`src/hw/rtl/spe_pkg.sv`:
```
// shared types and constants of the sample period estimator
`default_nettype none

package spe_pkg;

	// fixed field widths
	localparam int TIME_W   = 64;
	localparam int PERIOD_W = 20;
	localparam int OBS_W    = 21;
	localparam int WIN_W    = 24;
	localparam int APB_DW   = 32;

	// result status codes
	typedef enum logic [1:0] {
		ST_NONE = 2'd0,
		ST_PROV = 2'd1,
		ST_ACQ  = 2'd2,
		ST_TRK  = 2'd3
	} status_t;

	// commands from the controller to the datapath
	typedef struct packed {
		logic clr_anchor;
		logic set_anchor;
		logic diff;
		logic div_obs;
		logic latch;
		logic set_period_obs;
		logic seed_init;
		logic seed_wr;
		logic ring_rd;
		logic ring_upd;
		logic div_avg;
		logic set_period_avg;
	} cmd_t;

	// datapath status seen by the controller
	typedef struct packed {
		logic req_clear;
		logic reanchor;
		logic div_done;
		logic obs_valid;
		logic span_short;
		logic acquired;
		logic seed_last;
	} dp_st_t;

endpackage

`default_nettype wire

```
`src/hw/rtl/sample_period_estimator_core.sv`:
```
// Sample period estimator, top level with configuration registers and output register.
// Each input transfer is handled to completion before the next one is taken. A clear or
// re-anchor item sets or clears the anchor and goes to the result. An edge that yields an
// observation passes through the bit-serial divider in the datapath, which resolves one
// quotient bit per cycle over a (65 + FRAC_BITS)-bit dividend. A provisional update sets
// the period from the observation, a re-anchor at the window end sets the anchor,
// acquisition writes every entry of the history ring, and a tracking update reads the
// ring, writes the ring and takes the ring average, as a multiply by the reciprocal of
// HISTORY_DEPTH. The result sits in an output register, so a new item is taken while it
// waits; a result that is ready while the register still holds the previous one waits in
// the controller until it is taken.
`default_nettype none

module sample_period_estimator_core #(
	parameter int HISTORY_DEPTH = 8,
	parameter int FRAC_BITS     = 5
) (
	input  wire logic         clk,
	input  wire logic         arst_n,
	// configuration port
	input  wire logic         psel,
	input  wire logic         penable,
	input  wire logic         pwrite,
	input  wire logic [3:0]   paddr,
	input  wire logic [31:0]  pwdata,
	output logic [31:0]       prdata,
	output logic              pready,
	// input stream
	input  wire logic         s_tvalid,
	output logic              s_tready,
	input  wire logic [127:0] s_tdata,  // edge_time_us[63:0], edge_count[127:64]
	input  wire logic         s_tuser,  // req_type
	// result stream
	output logic              m_tvalid,
	input  wire logic         m_tready,
	output logic [23:0]       m_tdata   // status[1:0], period[21:2], is_acquired[22], 0
);

	import spe_pkg::*;

	localparam logic [1:0] REG_ACQ_WIN = 2'd0;
	localparam logic [1:0] REG_TRK_WIN = 2'd1;
	localparam logic [1:0] REG_PMIN    = 2'd2;
	localparam logic [1:0] REG_PMAX    = 2'd3;

	localparam logic [WIN_W-1:0]    ACQ_RST  = WIN_W'(64000);
	localparam logic [WIN_W-1:0]    TRK_RST  = WIN_W'(1000000);
	localparam logic [PERIOD_W-1:0] PMIN_RST = PERIOD_W'((450 << FRAC_BITS) & 'hFFFFF);
	localparam logic [PERIOD_W-1:0] PMAX_RST = PERIOD_W'((550 << FRAC_BITS) & 'hFFFFF);

	logic [WIN_W-1:0]    acq_win_q;
	logic [WIN_W-1:0]    trk_win_q;
	logic [PERIOD_W-1:0] pmin_q;
	logic [PERIOD_W-1:0] pmax_q;

	logic                cfg_wr;
	logic                in_take;
	logic                in_ready;
	logic                res_load;
	logic                out_free;
	cmd_t                cmd;
	dp_st_t              st;
	status_t             res_status;
	logic [PERIOD_W-1:0] period;
	logic                acquired;

	logic                m_tvalid_q;
	logic [23:0]         m_tdata_q;

	assign pready = 1'b1;
	assign cfg_wr = psel && penable && pwrite;

	// configuration registers
	always_ff @(posedge clk or negedge arst_n) begin
		if (!arst_n) begin
			acq_win_q <= ACQ_RST;
			trk_win_q <= TRK_RST;
			pmin_q    <= PMIN_RST;
			pmax_q    <= PMAX_RST;
		end else if (cfg_wr) begin
			case (paddr[3:2])
				REG_ACQ_WIN: acq_win_q <= pwdata[WIN_W-1:0];
				REG_TRK_WIN: trk_win_q <= pwdata[WIN_W-1:0];
				REG_PMIN:    pmin_q    <= pwdata[PERIOD_W-1:0];
				REG_PMAX:    pmax_q    <= pwdata[PERIOD_W-1:0];
				default:     ;
			endcase
		end
	end

	// register readback
	always_comb begin
		case (paddr[3:2])
			REG_ACQ_WIN: prdata = APB_DW'(acq_win_q);
			REG_TRK_WIN: prdata = APB_DW'(trk_win_q);
			REG_PMIN:    prdata = APB_DW'(pmin_q);
			REG_PMAX:    prdata = APB_DW'(pmax_q);
			default:     prdata = '0;
		endcase
	end

	assign s_tready = in_ready;
	assign in_take  = s_tvalid && in_ready;
	assign out_free = !m_tvalid_q || m_tready;

	spe_ctrl u_ctrl (
		.clk        (clk),
		.arst_n     (arst_n),
		.in_take    (in_take),
		.st         (st),
		.out_free   (out_free),
		.cmd        (cmd),
		.res_status (res_status),
		.in_ready   (in_ready),
		.res_load   (res_load)
	);

	spe_datapath #(
		.HISTORY_DEPTH (HISTORY_DEPTH),
		.FRAC_BITS     (FRAC_BITS)
	) u_dp (
		.clk      (clk),
		.arst_n   (arst_n),
		.in_take  (in_take),
		.in_req   (s_tuser),
		.in_time  (s_tdata[63:0]),
		.in_cnt   (s_tdata[127:64]),
		.acq_win  (acq_win_q),
		.trk_win  (trk_win_q),
		.pmin     (pmin_q),
		.pmax     (pmax_q),
		.cmd      (cmd),
		.st       (st),
		.period   (period),
		.acquired (acquired)
	);

	// result output register
	always_ff @(posedge clk or negedge arst_n) begin
		if (!arst_n) begin
			m_tvalid_q <= 1'b0;
		end else if (res_load) begin
			m_tvalid_q <= 1'b1;
		end else if (m_tready) begin
			m_tvalid_q <= 1'b0;
		end
	end

	always_ff @(posedge clk) begin
		if (res_load) begin
			m_tdata_q <= {1'b0, acquired, period, res_status};
		end
	end

	assign m_tvalid = m_tvalid_q;
	assign m_tdata  = m_tdata_q;

	a_no_overwrite: assert property (@(posedge clk) disable iff (!arst_n)
		res_load |-> (!m_tvalid_q || m_tready))
		else $error("result register overwritten before transfer");

endmodule

`default_nettype wire

```
`src/hw/rtl/spe_div.sv`:
```
// bit-serial restoring divider with a saturating quotient
`default_nettype none

module spe_div #(
	parameter int DVD_W = 69,
	parameter int DVS_W = 64,
	parameter int Q_W   = 21
) (
	input  wire logic                           clk,
	input  wire logic                           arst_n,
	input  wire logic                           start,
	input  wire logic [DVD_W-1:0]               dividend,
	input  wire logic [DVS_W-1:0]               divisor,
	input  wire logic [$clog2(DVD_W+1)-1:0]     iters,
	output logic                                done,
	output logic [Q_W-1:0]                      quotient
);

	localparam int CNT_W = $clog2(DVD_W + 1);

	logic             run_q;
	logic             done_q;
	logic [CNT_W-1:0] cnt_q;
	logic [DVD_W-1:0] dvd_q;
	logic [DVS_W-1:0] dvs_q;
	logic [DVS_W-1:0] rem_q;
	logic [Q_W-1:0]   q_q;
	logic             sat_q;

	logic [DVS_W:0]   rem_sh;
	logic [DVS_W:0]   diff;
	logic             ge;

	// one quotient bit per cycle
	always_comb begin
		rem_sh = {rem_q, dvd_q[DVD_W-1]};
		diff   = rem_sh - {1'b0, dvs_q};
		ge     = ~diff[DVS_W];
	end

	// sequencing
	always_ff @(posedge clk or negedge arst_n) begin
		if (!arst_n) begin
			run_q  <= 1'b0;
			done_q <= 1'b0;
			cnt_q  <= '0;
		end else begin
			done_q <= 1'b0;
			if (start) begin
				run_q <= 1'b1;
				cnt_q <= iters;
			end else if (run_q) begin
				cnt_q <= cnt_q - 1'b1;
				if (cnt_q == CNT_W'(1)) begin
					run_q  <= 1'b0;
					done_q <= 1'b1;
				end
			end
		end
	end

	// shift and subtract
	always_ff @(posedge clk) begin
		if (start) begin
			dvd_q <= dividend;
			dvs_q <= divisor;
			rem_q <= '0;
			q_q   <= '0;
			sat_q <= 1'b0;
		end else if (run_q) begin
			dvd_q <= dvd_q << 1;
			rem_q <= ge ? diff[DVS_W-1:0] : rem_sh[DVS_W-1:0];
			q_q   <= {q_q[Q_W-2:0], ge};
			sat_q <= sat_q | q_q[Q_W-1];
		end
	end

	assign done     = done_q;
	assign quotient = sat_q ? '1 : q_q;

	a_done_after_run: assert property (@(posedge clk) disable iff (!arst_n)
		done_q |-> $past(run_q))
		else $error("divider finished without running");

endmodule

`default_nettype wire

```
`src/hw/rtl/spe_datapath.sv`:
```
// anchor, observation, history ring and period registers
`default_nettype none

module spe_datapath #(
	parameter int HISTORY_DEPTH = 8,
	parameter int FRAC_BITS     = 5
) (
	input  wire logic                               clk,
	input  wire logic                               arst_n,
	input  wire logic                               in_take,
	input  wire logic                               in_req,
	input  wire logic [spe_pkg::TIME_W-1:0]         in_time,
	input  wire logic [spe_pkg::TIME_W-1:0]         in_cnt,
	input  wire logic [spe_pkg::WIN_W-1:0]          acq_win,
	input  wire logic [spe_pkg::WIN_W-1:0]          trk_win,
	input  wire logic [spe_pkg::PERIOD_W-1:0]       pmin,
	input  wire logic [spe_pkg::PERIOD_W-1:0]       pmax,
	input  wire spe_pkg::cmd_t                      cmd,
	output spe_pkg::dp_st_t                         st,
	output logic [spe_pkg::PERIOD_W-1:0]            period,
	output logic                                    acquired
);

	import spe_pkg::*;

	localparam int DVD_W   = TIME_W + FRAC_BITS + 1;
	localparam int CNT_W   = $clog2(DVD_W + 1);
	localparam int IDX_W   = (HISTORY_DEPTH > 1) ? $clog2(HISTORY_DEPTH) : 1;
	localparam int TOT_W   = PERIOD_W + $clog2(HISTORY_DEPTH);
	localparam int AVG_W   = TOT_W + 1;
	localparam int LOG_D   = $clog2(HISTORY_DEPTH);
	localparam int RCP_W   = AVG_W + 1;
	localparam int PROD_W  = 2 * AVG_W + 1;
	localparam int NOM_INT = (500 << FRAC_BITS) & 'hFFFFF;
	localparam logic [PERIOD_W-1:0] NOMINAL = PERIOD_W'(NOM_INT);
	localparam logic [TOT_W-1:0]    TOT_RST = TOT_W'(HISTORY_DEPTH * NOM_INT);
	// ceil(2^(AVG_W+LOG_D) / HISTORY_DEPTH) gives an exact floor division over AVG_W bits
	localparam longint unsigned RCP_INT = ((64'd1 << (AVG_W + LOG_D)) +
		64'(HISTORY_DEPTH) - 64'd1) / 64'(HISTORY_DEPTH);
	localparam logic [RCP_W-1:0] RECIP = RCP_W'(RCP_INT);

	// item and anchor registers
	logic                in_req_q;
	logic [TIME_W-1:0]   in_time_q;
	logic [TIME_W-1:0]   in_cnt_q;
	logic [TIME_W-1:0]   anchor_time_q;
	logic [TIME_W-1:0]   anchor_cnt_q;
	logic [TIME_W-1:0]   dt_q;
	logic [TIME_W-1:0]   dn_q;

	// observation and estimate
	logic [OBS_W-1:0]    obs_q;
	logic                valid_q;
	logic                short_q;
	logic                acq_q;
	logic [PERIOD_W-1:0] period_q;
	logic [TOT_W-1:0]    total_q;
	logic [IDX_W-1:0]    pos_q;
	logic [PERIOD_W-1:0] avg_q;

	// history ring
	logic [PERIOD_W-1:0]      mem [HISTORY_DEPTH];
	logic [HISTORY_DEPTH-1:0] vld_q;
	logic [PERIOD_W-1:0]      rd_q;
	logic                     rd_vld_q;

	logic [IDX_W-1:0]    pos_nxt;
	logic [PERIOD_W-1:0] old_entry;
	logic [DVD_W-1:0]    obs_dvd;
	logic [AVG_W-1:0]    avg_dvd;
	logic [PROD_W-1:0]   avg_prod;
	logic                div_start;
	logic [DVD_W-1:0]    div_dvd;
	logic [TIME_W-1:0]   div_dvs;
	logic [CNT_W-1:0]    div_iters;
	logic                div_done;
	logic [OBS_W-1:0]    div_quot;
	logic [TIME_W-1:0]   win_ext;

	// divider operands and the rounded ring average
	always_comb begin
		obs_dvd   = (DVD_W'(dt_q) << FRAC_BITS) + DVD_W'(dn_q >> 1);
		avg_dvd   = AVG_W'(total_q) + AVG_W'(HISTORY_DEPTH / 2);
		avg_prod  = PROD_W'(avg_dvd) * PROD_W'(RECIP);
		div_start = cmd.div_obs;
		div_dvd   = obs_dvd;
		div_dvs   = dn_q;
		div_iters = CNT_W'(DVD_W);
	end

	spe_div #(
		.DVD_W (DVD_W),
		.DVS_W (TIME_W),
		.Q_W   (OBS_W)
	) u_div (
		.clk      (clk),
		.arst_n   (arst_n),
		.start    (div_start),
		.dividend (div_dvd),
		.divisor  (div_dvs),
		.iters    (div_iters),
		.done     (div_done),
		.quotient (div_quot)
	);

	// ring index and the entry being replaced
	always_comb begin
		pos_nxt   = (pos_q == IDX_W'(HISTORY_DEPTH - 1)) ? '0 : pos_q + 1'b1;
		old_entry = rd_vld_q ? rd_q : NOMINAL;
		win_ext   = TIME_W'(acq_q ? trk_win : acq_win);
	end

	// incoming item payload, deltas, observation and ring average
	always_ff @(posedge clk) begin
		if (in_take) begin
			in_req_q  <= in_req;
			in_time_q <= in_time;
			in_cnt_q  <= in_cnt;
		end
		if (cmd.diff) begin
			dt_q <= in_time_q - anchor_time_q;
			dn_q <= in_cnt_q - anchor_cnt_q;
		end
		if (cmd.latch) begin
			obs_q <= div_quot;
		end
		if (cmd.div_avg) begin
			avg_q <= avg_prod[AVG_W + LOG_D +: PERIOD_W];
		end
	end

	// estimator state
	always_ff @(posedge clk or negedge arst_n) begin
		if (!arst_n) begin
			anchor_time_q <= '0;
			anchor_cnt_q  <= '0;
			valid_q       <= 1'b0;
			short_q       <= 1'b0;
			acq_q         <= 1'b0;
			period_q      <= NOMINAL;
			total_q       <= TOT_RST;
			pos_q         <= '0;
			vld_q         <= '0;
			rd_vld_q      <= 1'b0;
		end else begin
			if (cmd.clr_anchor) begin
				anchor_time_q <= '0;
				anchor_cnt_q  <= '0;
			end
			if (cmd.set_anchor) begin
				anchor_time_q <= in_time_q;
				anchor_cnt_q  <= in_cnt_q;
			end
			if (cmd.latch) begin
				valid_q <= (div_quot >= {1'b0, pmin}) && (div_quot <= {1'b0, pmax});
				short_q <= dt_q < win_ext;
			end
			if (cmd.set_period_obs) begin
				period_q <= obs_q[PERIOD_W-1:0];
			end
			if (cmd.set_period_avg) begin
				period_q <= avg_q;
			end
			if (cmd.seed_init) begin
				acq_q   <= 1'b1;
				pos_q   <= '0;
				total_q <= '0;
			end
			if (cmd.seed_wr) begin
				total_q <= total_q + TOT_W'(obs_q[PERIOD_W-1:0]);
				pos_q   <= pos_nxt;
			end
			if (cmd.ring_rd) begin
				rd_vld_q <= vld_q[pos_q];
			end
			if (cmd.ring_upd) begin
				total_q <= total_q - TOT_W'(old_entry) + TOT_W'(obs_q[PERIOD_W-1:0]);
				pos_q   <= pos_nxt;
			end
			if (cmd.seed_wr || cmd.ring_upd) begin
				vld_q[pos_q] <= 1'b1;
			end
		end
	end

	// history memory, one write and one registered read
	always_ff @(posedge clk) begin
		if (cmd.seed_wr || cmd.ring_upd) begin
			mem[pos_q] <= obs_q[PERIOD_W-1:0];
		end
		if (cmd.ring_rd) begin
			rd_q <= mem[pos_q];
		end
	end

	// status toward the controller
	always_comb begin
		st.req_clear  = in_req_q;
		st.reanchor   = (anchor_time_q == '0) || (in_time_q <= anchor_time_q) ||
		                (in_cnt_q <= anchor_cnt_q);
		st.div_done   = div_done;
		st.obs_valid  = valid_q;
		st.span_short = short_q;
		st.acquired   = acq_q;
		st.seed_last  = pos_q == IDX_W'(HISTORY_DEPTH - 1);
	end

	assign period   = period_q;
	assign acquired = acq_q;

	a_upd_after_rd: assert property (@(posedge clk) disable iff (!arst_n)
		cmd.ring_upd |-> $past(cmd.ring_rd))
		else $error("ring update without a preceding read");

	a_pos_range: assert property (@(posedge clk) disable iff (!arst_n)
		(cmd.seed_wr || cmd.ring_upd) |=> pos_q <= IDX_W'(HISTORY_DEPTH - 1))
		else $error("ring position out of range");

endmodule

`default_nettype wire

```
`src/hw/rtl/spe_ctrl.sv`:
```
// controller state machine of the sample period estimator
`default_nettype none

module spe_ctrl (
	input  wire logic              clk,
	input  wire logic              arst_n,
	input  wire logic              in_take,
	input  wire spe_pkg::dp_st_t   st,
	input  wire logic              out_free,
	output spe_pkg::cmd_t          cmd,
	output spe_pkg::status_t       res_status,
	output logic                   in_ready,
	output logic                   res_load
);

	import spe_pkg::*;

	typedef enum logic [4:0] {
		S_IDLE,
		S_EVAL,
		S_CLR,
		S_ANCH,
		S_DIFF,
		S_OBS,
		S_DIVW,
		S_LATCH,
		S_DEC,
		S_PROV,
		S_SEED0,
		S_SEED,
		S_TRD,
		S_TUPD,
		S_AVG,
		S_AVGS,
		S_RESP
	} state_t;

	state_t  state_q;
	status_t status_q;
	logic    pv;

	assign pv = st.obs_valid && !st.acquired;

	// state and result status
	always_ff @(posedge clk or negedge arst_n) begin
		if (!arst_n) begin
			state_q  <= S_IDLE;
			status_q <= ST_NONE;
		end else begin
			case (state_q)
				S_IDLE: begin
					if (in_take) begin
						state_q <= S_EVAL;
					end
				end
				S_EVAL: begin
					status_q <= ST_NONE;
					if (st.req_clear) begin
						state_q <= S_CLR;
					end else if (st.reanchor) begin
						state_q <= S_ANCH;
					end else begin
						state_q <= S_DIFF;
					end
				end
				S_CLR:   state_q <= S_RESP;
				S_ANCH:  state_q <= S_RESP;
				S_DIFF:  state_q <= S_OBS;
				S_OBS:   state_q <= S_DIVW;
				S_DIVW: begin
					if (st.div_done) begin
						state_q <= S_LATCH;
					end
				end
				S_LATCH: state_q <= S_DEC;
				// choose the update from span and validity
				S_DEC: begin
					if (st.span_short) begin
						status_q <= pv ? ST_PROV : ST_NONE;
						state_q  <= pv ? S_PROV : S_RESP;
					end else if (pv) begin
						status_q <= ST_ACQ;
						state_q  <= S_SEED0;
					end else if (st.obs_valid) begin
						status_q <= ST_TRK;
						state_q  <= S_TRD;
					end else begin
						status_q <= ST_NONE;
						state_q  <= S_ANCH;
					end
				end
				S_PROV:  state_q <= S_RESP;
				S_SEED0: state_q <= S_SEED;
				S_SEED: begin
					if (st.seed_last) begin
						state_q <= S_RESP;
					end
				end
				S_TRD:   state_q <= S_TUPD;
				S_TUPD:  state_q <= S_AVG;
				S_AVG:   state_q <= S_AVGS;
				S_AVGS:  state_q <= S_RESP;
				S_RESP: begin
					if (out_free) begin
						state_q <= S_IDLE;
					end
				end
				default: state_q <= S_IDLE;
			endcase
		end
	end

	// command decode
	always_comb begin
		cmd = '0;
		case (state_q)
			S_CLR:   cmd.clr_anchor = 1'b1;
			S_ANCH:  cmd.set_anchor = 1'b1;
			S_DIFF:  cmd.diff = 1'b1;
			S_OBS:   cmd.div_obs = 1'b1;
			S_LATCH: cmd.latch = 1'b1;
			S_PROV:  cmd.set_period_obs = 1'b1;
			S_SEED0: begin
				cmd.set_anchor     = 1'b1;
				cmd.seed_init      = 1'b1;
				cmd.set_period_obs = 1'b1;
			end
			S_SEED:  cmd.seed_wr = 1'b1;
			S_TRD: begin
				cmd.set_anchor = 1'b1;
				cmd.ring_rd    = 1'b1;
			end
			S_TUPD:  cmd.ring_upd = 1'b1;
			S_AVG:   cmd.div_avg = 1'b1;
			S_AVGS:  cmd.set_period_avg = 1'b1;
			default: cmd = '0;
		endcase
	end

	assign in_ready   = state_q == S_IDLE;
	assign res_load   = (state_q == S_RESP) && out_free;
	assign res_status = status_q;

	a_resp_holds: assert property (@(posedge clk) disable iff (!arst_n)
		(state_q == S_RESP && !out_free) |=> state_q == S_RESP)
		else $error("result dropped while output register busy");

endmodule

`default_nettype wire

```
`config.mk`:
```
export PLATFORM = sky130hd
export DESIGN_NAME = sample_period_estimator_core
export DESIGN_NICKNAME = d
export VERILOG_FILES = /design/src/hw/rtl/spe_pkg.sv /design/src/hw/rtl/sample_period_estimator_core.sv /design/src/hw/rtl/spe_div.sv /design/src/hw/rtl/spe_datapath.sv /design/src/hw/rtl/spe_ctrl.sv
export SDC_FILE = /design/constraint.sdc
export NUM_CORES = 2
export LEC_CHECK = 0
export BUFFER_PORTS_ARGS = -buffer_cell sky130_fd_sc_hd__buf_2
export CAP_MARGIN = 20
export CORE_ASPECT_RATIO = 2
export CORE_MARGIN = 5
export CORE_UTILIZATION = 60
export CTS_BUF_LIST = sky130_fd_sc_hd__clkbuf_4 sky130_fd_sc_hd__clkbuf_8
export CTS_CLUSTER_SIZE = 30
export DETAILED_ROUTE_END_ITERATION = 10
export MAX_ROUTING_LAYER = met4
export PLACE_DENSITY = 0.78
export SKIP_CTS_REPAIR_TIMING = 1
export SYNTH_ARGS = -nofsm -noshare
export SYNTH_HDL_FRONTEND = slang
export SYNTH_SLANG_ARGS = --single-unit
```
`constraint.sdc`:
```
create_clock -name clk -period 12.6 [get_ports clk]
set_input_delay 2.52 -clock clk [delete_from_list [all_inputs] [get_ports clk]]
set_output_delay 2.52 -clock clk [all_outputs]
set_load 0.02 [all_outputs]
```
======== Yosys cells after proc, flatten, opt, wreduce, memory -nomap -nowiden ========
Memory sizes are Yosys's and may differ from the RTL's. A register that Yosys moved wholly into a read port is not among the register bits.
Index checks and enable logic that the tools add are counted.
storage, ports and cells
  input bits .............................. 172
  memories kept ........................... 1
  bits in writable memories ............... 160
  output and inout bits ................... 59
  flip-flop bits (word level) ............. 831
  bits in latches ......................... 0
  memory bits (read-only) ................. 0
operators by class
  $mul .................................... 0
  div/mod/pow operators ................... 0
  eq/ne operators ......................... 25
  bitwise operators ....................... 3
  reductions and logical operators ........ 30
  shift-type cells ........................ 0
  mux-type cells .......................... 63
  magnitude comparators ................... 7
  add/sub/neg operators ................... 10
memories
  name      words  bits a word  rd ports  clocked after Yosys merged registers in  write ports  line                source
  u_dp.mem  8      20           1         1                                        1            spe_datapath.sv:62  logic [PERIOD_W-1:0] mem [HISTORY_DEPTH];
operator list
  kind                                                  number
  two-way mux 64 bit                                    4
  two-way mux 70 bit                                    2
  <= comparator 64 bit                                  2
  case mux 32 bit (4 select lines)                      1
  subtractor 64 bit                                     2
  adder 69 x 63 -> 70 bit                               1
  case mux 5 bit (14 select lines)                      1
  two-way mux 23 bit                                    3
  subtractor 65 x 64 -> 65 bit                          1
  zero test 64 bit                                      1
  less-than comparator 64 bit                           1
  two-way mux 20 bit                                    3
  adder 23 x 20 -> 23 bit                               2
  equality test 5 x 4 -> 1 bit (second input constant)  8
  two-way mux 5 bit                                     8
  two-way mux 1 bit                                     25
  two-way mux 24 bit                                    1
  adder 23 x 3 -> 23 bit (second input constant)        1
  subtractor 23 x 20 -> 23 bit                          1
  >= comparator 21 x 20 -> 1 bit                        1
  <= comparator 21 x 20 -> 1 bit                        1
  two-way mux 21 bit                                    1
  equality test 5 x 3 -> 1 bit (second input constant)  4
  two-way mux 3 bit                                     5
  34 further kinds                                      58

======== Depth between registers and ports, before layout ========
  depth after elaboration ................. 6
  depth in mapped cells ................... 18
  depth with buffers taken out ............ 17

======== Hierarchy ========
From an unflattened synthesis, not the netlist that was laid out.
second synthesis, totals
  cells, all modules ...................... 5414
  area total of the unflattened synthesis .. 57889.3 um^2
by module, submodules not included
  module                        area each (um^2)  cells each  times used  seq. area each (um^2)
  spe_datapath                  39081.2           3692        1           18993.2
  spe_div                       13261.5           1358        1           5970.7
  sample_period_estimator_core  4759.6            265         1           2944.1
  spe_ctrl                      787.0             99          1           175.2

======== Worst setup path before layout ========
OpenSTA, ideal clock, no wires.
  path kind ............................... register to register
  start point ............................. register u_ctrl.state_q[3]
  end point ............................... register u_dp.dn_q[0], in the netlist u_dp.div_dvs[0] (enable)
  required time ........................... 11.828 ns
  cell stages (with the launch flop) ...... 4
  arrival time ............................ 9.530 ns
  setup slack ............................. 2.298 ns
  buffers on the path ..................... 1
  path through ............................ dfrtp_1 > clkbuf_1 > or3_1 > nor3_1
between the ends
  word-level cells in the longest chain between the ends .. 2
ends and longest elaborated chain
  item                          line                 source
  start: declaration            spe_ctrl.sv:38       state_t state_q;
  start signal: assignment      spe_ctrl.sv:80       state_q <= pv ? S_PROV : S_RESP;
  equality test 5 x 3 -> 1 bit  spe_ctrl.sv:116      case (state_q)
  two-way mux 1 bit             spe_ctrl.sv:116
  end signal: assignment        spe_datapath.sv:122  dn_q <= in_cnt_q - anchor_cnt_q;
  end: declaration              spe_datapath.sv:49   logic [TIME_W-1:0] dn_q;
No other way between the ends.
A chain may end at the register's enable or synchronous reset.

======== Worst setup path in the final report ========
  start point ............................. input port paddr[2]
  end point ............................... output port prdata[17]
between the ends
  word-level cells in the longest chain between the ends .. 2
ends and longest elaborated chain
  item                                         line                                source
  start: declaration                           sample_period_estimator_core.sv:24  input wire logic [3:0] paddr,
  equality test 2 bit (tied with other cells)  sample_period_estimator_core.sv:93  case (paddr[3:2])
  case mux 32 bit (4 select lines) (*)         sample_period_estimator_core.sv:93
  end: declaration                             sample_period_estimator_core.sv:26  output logic [31:0] prdata,
Mark *: on every way between the ends. The rest lies on a longest branch, timed or not. The select of a mux whose other input is x is not followed.

==> results.yml <==
outcome:
  status: "complete, no violations"
place:
  dp_cells: 6477
  dpl_cell_area_um2: 58500
  gp_congestion: 1.00
  dp_hpwl_um: 116000
  port_buffers: 210
cells_and_area:
  area_delta_synth_final_pct: 9.83
  fin_cells: 6752
  drive_gt1_share_pct: 13.4
  final_area_um2: 61900
  final_nets: 5978
clock_network:
  h-tree-depth: 4
  clk_path_buf_depth: 3
  cts.sink_count: 1011
  cts_buffers: 146
  clockRootBuffer: "clkbuf_8"
  clkSlewWorstSetupHoldPaths_ns: 0.06
  clk_latency_ns: 0.88
  cts_tree: "done"
power_and_ir_drop:
  ir_drop_v: 0.000189
  internal_power_mw: 9.66
  seqPwrFrac_pct: 33.6
  combinationalPowerShare_pct: 48.1
  clock_power_share_pct: 18.2
  p_leak_nw: 25.7
  p_sw_share_pct: 41.3
  power_switching_mw: 6.80
  power_density_nw_per_um2: 266
job:
  maxCapViolCount: 0
yosys:
  yosysMostFrequentCell: "edfxtp_1"
  ys_seq_elements: 1011
  synth_top_area_share_pct: 33.8
  yosysTopAreaCell: "edfxtp_1"
  yosysWarnings: 0
  ys.flop_type: "edfxtp_1"
  synth_common_cells: "634 x edfxtp_1, 386 x a21oi_1, 383 x inv_1"
  synth_edf_count: 634
  synth_area_um2: 56400
  synth_cell_types: 91
  synth_cells: 5243
  avgSynthCellArea_um2: 10.8
  seq_area_frac_synth_pct: 49.8
  yosys-top-cells-area: "edfxtp_1 34%, dfrtp_1 11%, ha_1 8.0%"
  ys_async_sr_fraction_pct: 28.8
global_routing:
  grt_pass1_vias: 42767
  grt_pass1_wl_um: 236000
  grt_overflow: 0
  grt_start_max_net_pins: 141
  grtUsageTotal_pct: 31.3
  antenna_found_initial: 3
sta:
  final-setup-viol-count: 0
  min_period_over_period_pct: 52.5
  rsz0062_at_grt: "no"
  finClkSkew_ns: 0.0435
  fin_setup_tns_ns: 0
  period_minus_slack_ns: 6.62
  tightestPinTransition_ns: 1.09
  slew_violations: 0
  timing.hold.ws_ns: 0.442
  hold_viol_final: 0
  maxSlewHeadroom_pct: 27.4
  fmax_mhz: 151
worst_setup_path:
  cp_slowest_stage_delay_ns: 0.69
  path_buf_inv: 2
  cp_num_cells: 3
  reg2reg_from: "u_dp.u_div.dvd_q[69]$_DFFE_PP_"
  endpoint: "prdata[17]"
  crit_top_cell: "buf_2"
  reg2regPathDepth: 15
  endpoint_kind: "output pin"
  required_ns: 10.08
  cp_cell_sequence: "buf_2, mux4_2, buf_2"
  crit_path_start: "paddr[2]"
  crit_arrival_ns: 4.10
  rrSetupSlack_ns: 7.60
  worst_path_max_delay_cell: "buf_2"
  crit_family: "buffers and inverters"
  r2r_end: "u_dp.u_div.rem_q[49]$_SDFFE_PP0P_"
  path_max_fanout: 27
  crit_type: "in -> out"
  cp-start-kind: "primary input"
min_path:
  hold_class: "reg -> reg"
floorplan:
  die-height_um: 444
  rows: 159
  dieWidth_um: 227
  dieArea_um2: 101000
  initial_core_util_pct: 60.2
  io_pins: 231
  core_um2: 93700
routing:
  routedWlPerCell_um: 22.9
  wirelength_um: 155000
  initialDrtViolationCount: 2671
  wl_met2_um: 81400
  vias_per_cell: 6.18
  dr_wl_met3_um: 6180
  dr_total_vias: 41713
  drc: 0
  wl_met1_um: 51600
  top_layer: "met4"
  postRouteAntennaNets: 0
  drtPass1Iterations: 5
## worst reg2reg max path, stage by stage (launching register included)
cell and delay [ns]:
edfxtp_1 0.52, inv_1 0.10, ha_1 0.23, fa_1 0.42, nand2b_1 0.19, a21oi_1 0.31
o211a_1 0.29, o211a_1 0.24, o21a_1 0.20, o2111ai_2 0.21, a211oi_1 0.37, o22a_4 0.46
buf_4 0.71, mux2_1 0.43, mux2i_1 0.13, nor2_1 0.06
## power by group through the flow
stage	Combinational (mW)	Sequential, mW	Clock (mW)
after floorplan	5.64	5.12	0
after global placement	7.67	5.54	0
after detailed placement	7.83	5.57	0
after CTS	7.88	5.52	3.06
after global routing	8.75	5.60	3.21
final	7.93	5.53	3.00
## stage by stage
stage | setup WS [ns] | utilization [%] | total power [mW]
2_1_floorplan | 2.30 | - | 10.8
3_5_place_dp | 5.93 | 62.5 | 13.4
5_1_grt | 5.86 | 66.1 | 17.6
3_3_place_gp | 5.93 | 62.5 | 13.2
4_1_cts | 5.92 | 66.1 | 16.5
6_report | 5.98 | 66.1 | 16.5
## worst min path at each step
stage	start	end	slack [ns]	cells after the start
after floorplan	u_dp.div_dvs[0]$_DFFE_PP_	u_dp.u_div.dvs_q[0]$_DFFE_PP_	0.40	0
after global placement	u_dp.period[15]$_DFFE_PN0P_	m_tdata[17]$_DFFE_PP_	0.43	0
after detailed placement	u_dp.period[15]$_DFFE_PN0P_	m_tdata[17]$_DFFE_PP_	0.44	0
after CTS	u_dp.period[15]$_DFFE_PN0P_	m_tdata[17]$_DFFE_PP_	0.45	0
after global routing	u_dp.period[16]$_DFFE_PN0P_	m_tdata[18]$_DFFE_PP_	0.46	0
final	u_dp.period[16]$_DFFE_PN0P_	m_tdata[18]$_DFFE_PP_	0.44	0
## logic make-up after synthesis
family          Yosys count  synth area share (%)
fa+ha+maj               387                  8.92
xor+xnor                295                  4.58
other cells               2                0.0133
simple gates           1170                  10.1
flops                  1011                  49.8
buf+inv                 633                  4.44
compound gates         1526                  17.7
mux                     219                  4.49
## sequential cells by signal, indices dropped and copies added, names as in the netlist, 64 cells and up
signal,cells
u_dp.mem,160
u_dp.u_div.rem_q,64
u_dp.u_div.dvd_q,70
u_dp.in_cnt_q,64
u_dp.div_dvs,64
u_dp.anchor_cnt_q,64
u_dp.anchor_time_q,64
u_dp.dt_q,64
u_dp.in_time_q,64
u_dp.u_div.dvs_q,64
## layout make-up
| cell class | count | area, µm² |
|---|---|---|
| Fill cell | 7364 | 31800 |
| Sequential cell | 1011 | 28100 |
| Multi-Input combinational cell | 3607 | 26000 |
| Clock buffer | 199 | 2560 |
| Timing Repair Buffer | 270 | 1530 |
| Tap cell | 1207 | 1510 |
| Inverter | 383 | 1440 |
| Clock inverter | 71 | 832 |
| Antenna cell | 4 | 10.0 |
## routing by layer
metal | up-vias | GRT usage (%)
li1 | 19684 | -
met1 | 20144 | 30.1
met2 | 1319 | 55.2
met3 | 566 | 4.21
met4 | 0 | 25.0
met5 | - | -
## cell usage in the layout (no fill, tap or decap), drive strengths merged, types with 40 or more instances in the layout
master  synthesis  layout
or2            42      42
ha            362     362
xnor2         179     179
o21bai         66      66
mux2           73      73
nand3          79      79
o21ai         364     364
nor2          247     247
nand2b         48      48
a21oi         388     388
nor2b          56      56
a31oi          42      42
mux2i         126     126
nor4           41      41
inv           383     388
clkbuf        195     199
clkinv          0      40
xor2          116     116
dfrtp         258     258
edfxtp        634     634
nand2         371     371
buf            55     269
a22oi          91      91
nor3           54      54
dfxtp          86      86
a22o          131     131
nand4         105     105
a21o          164     164
Power figures use the tool's default switching activity.
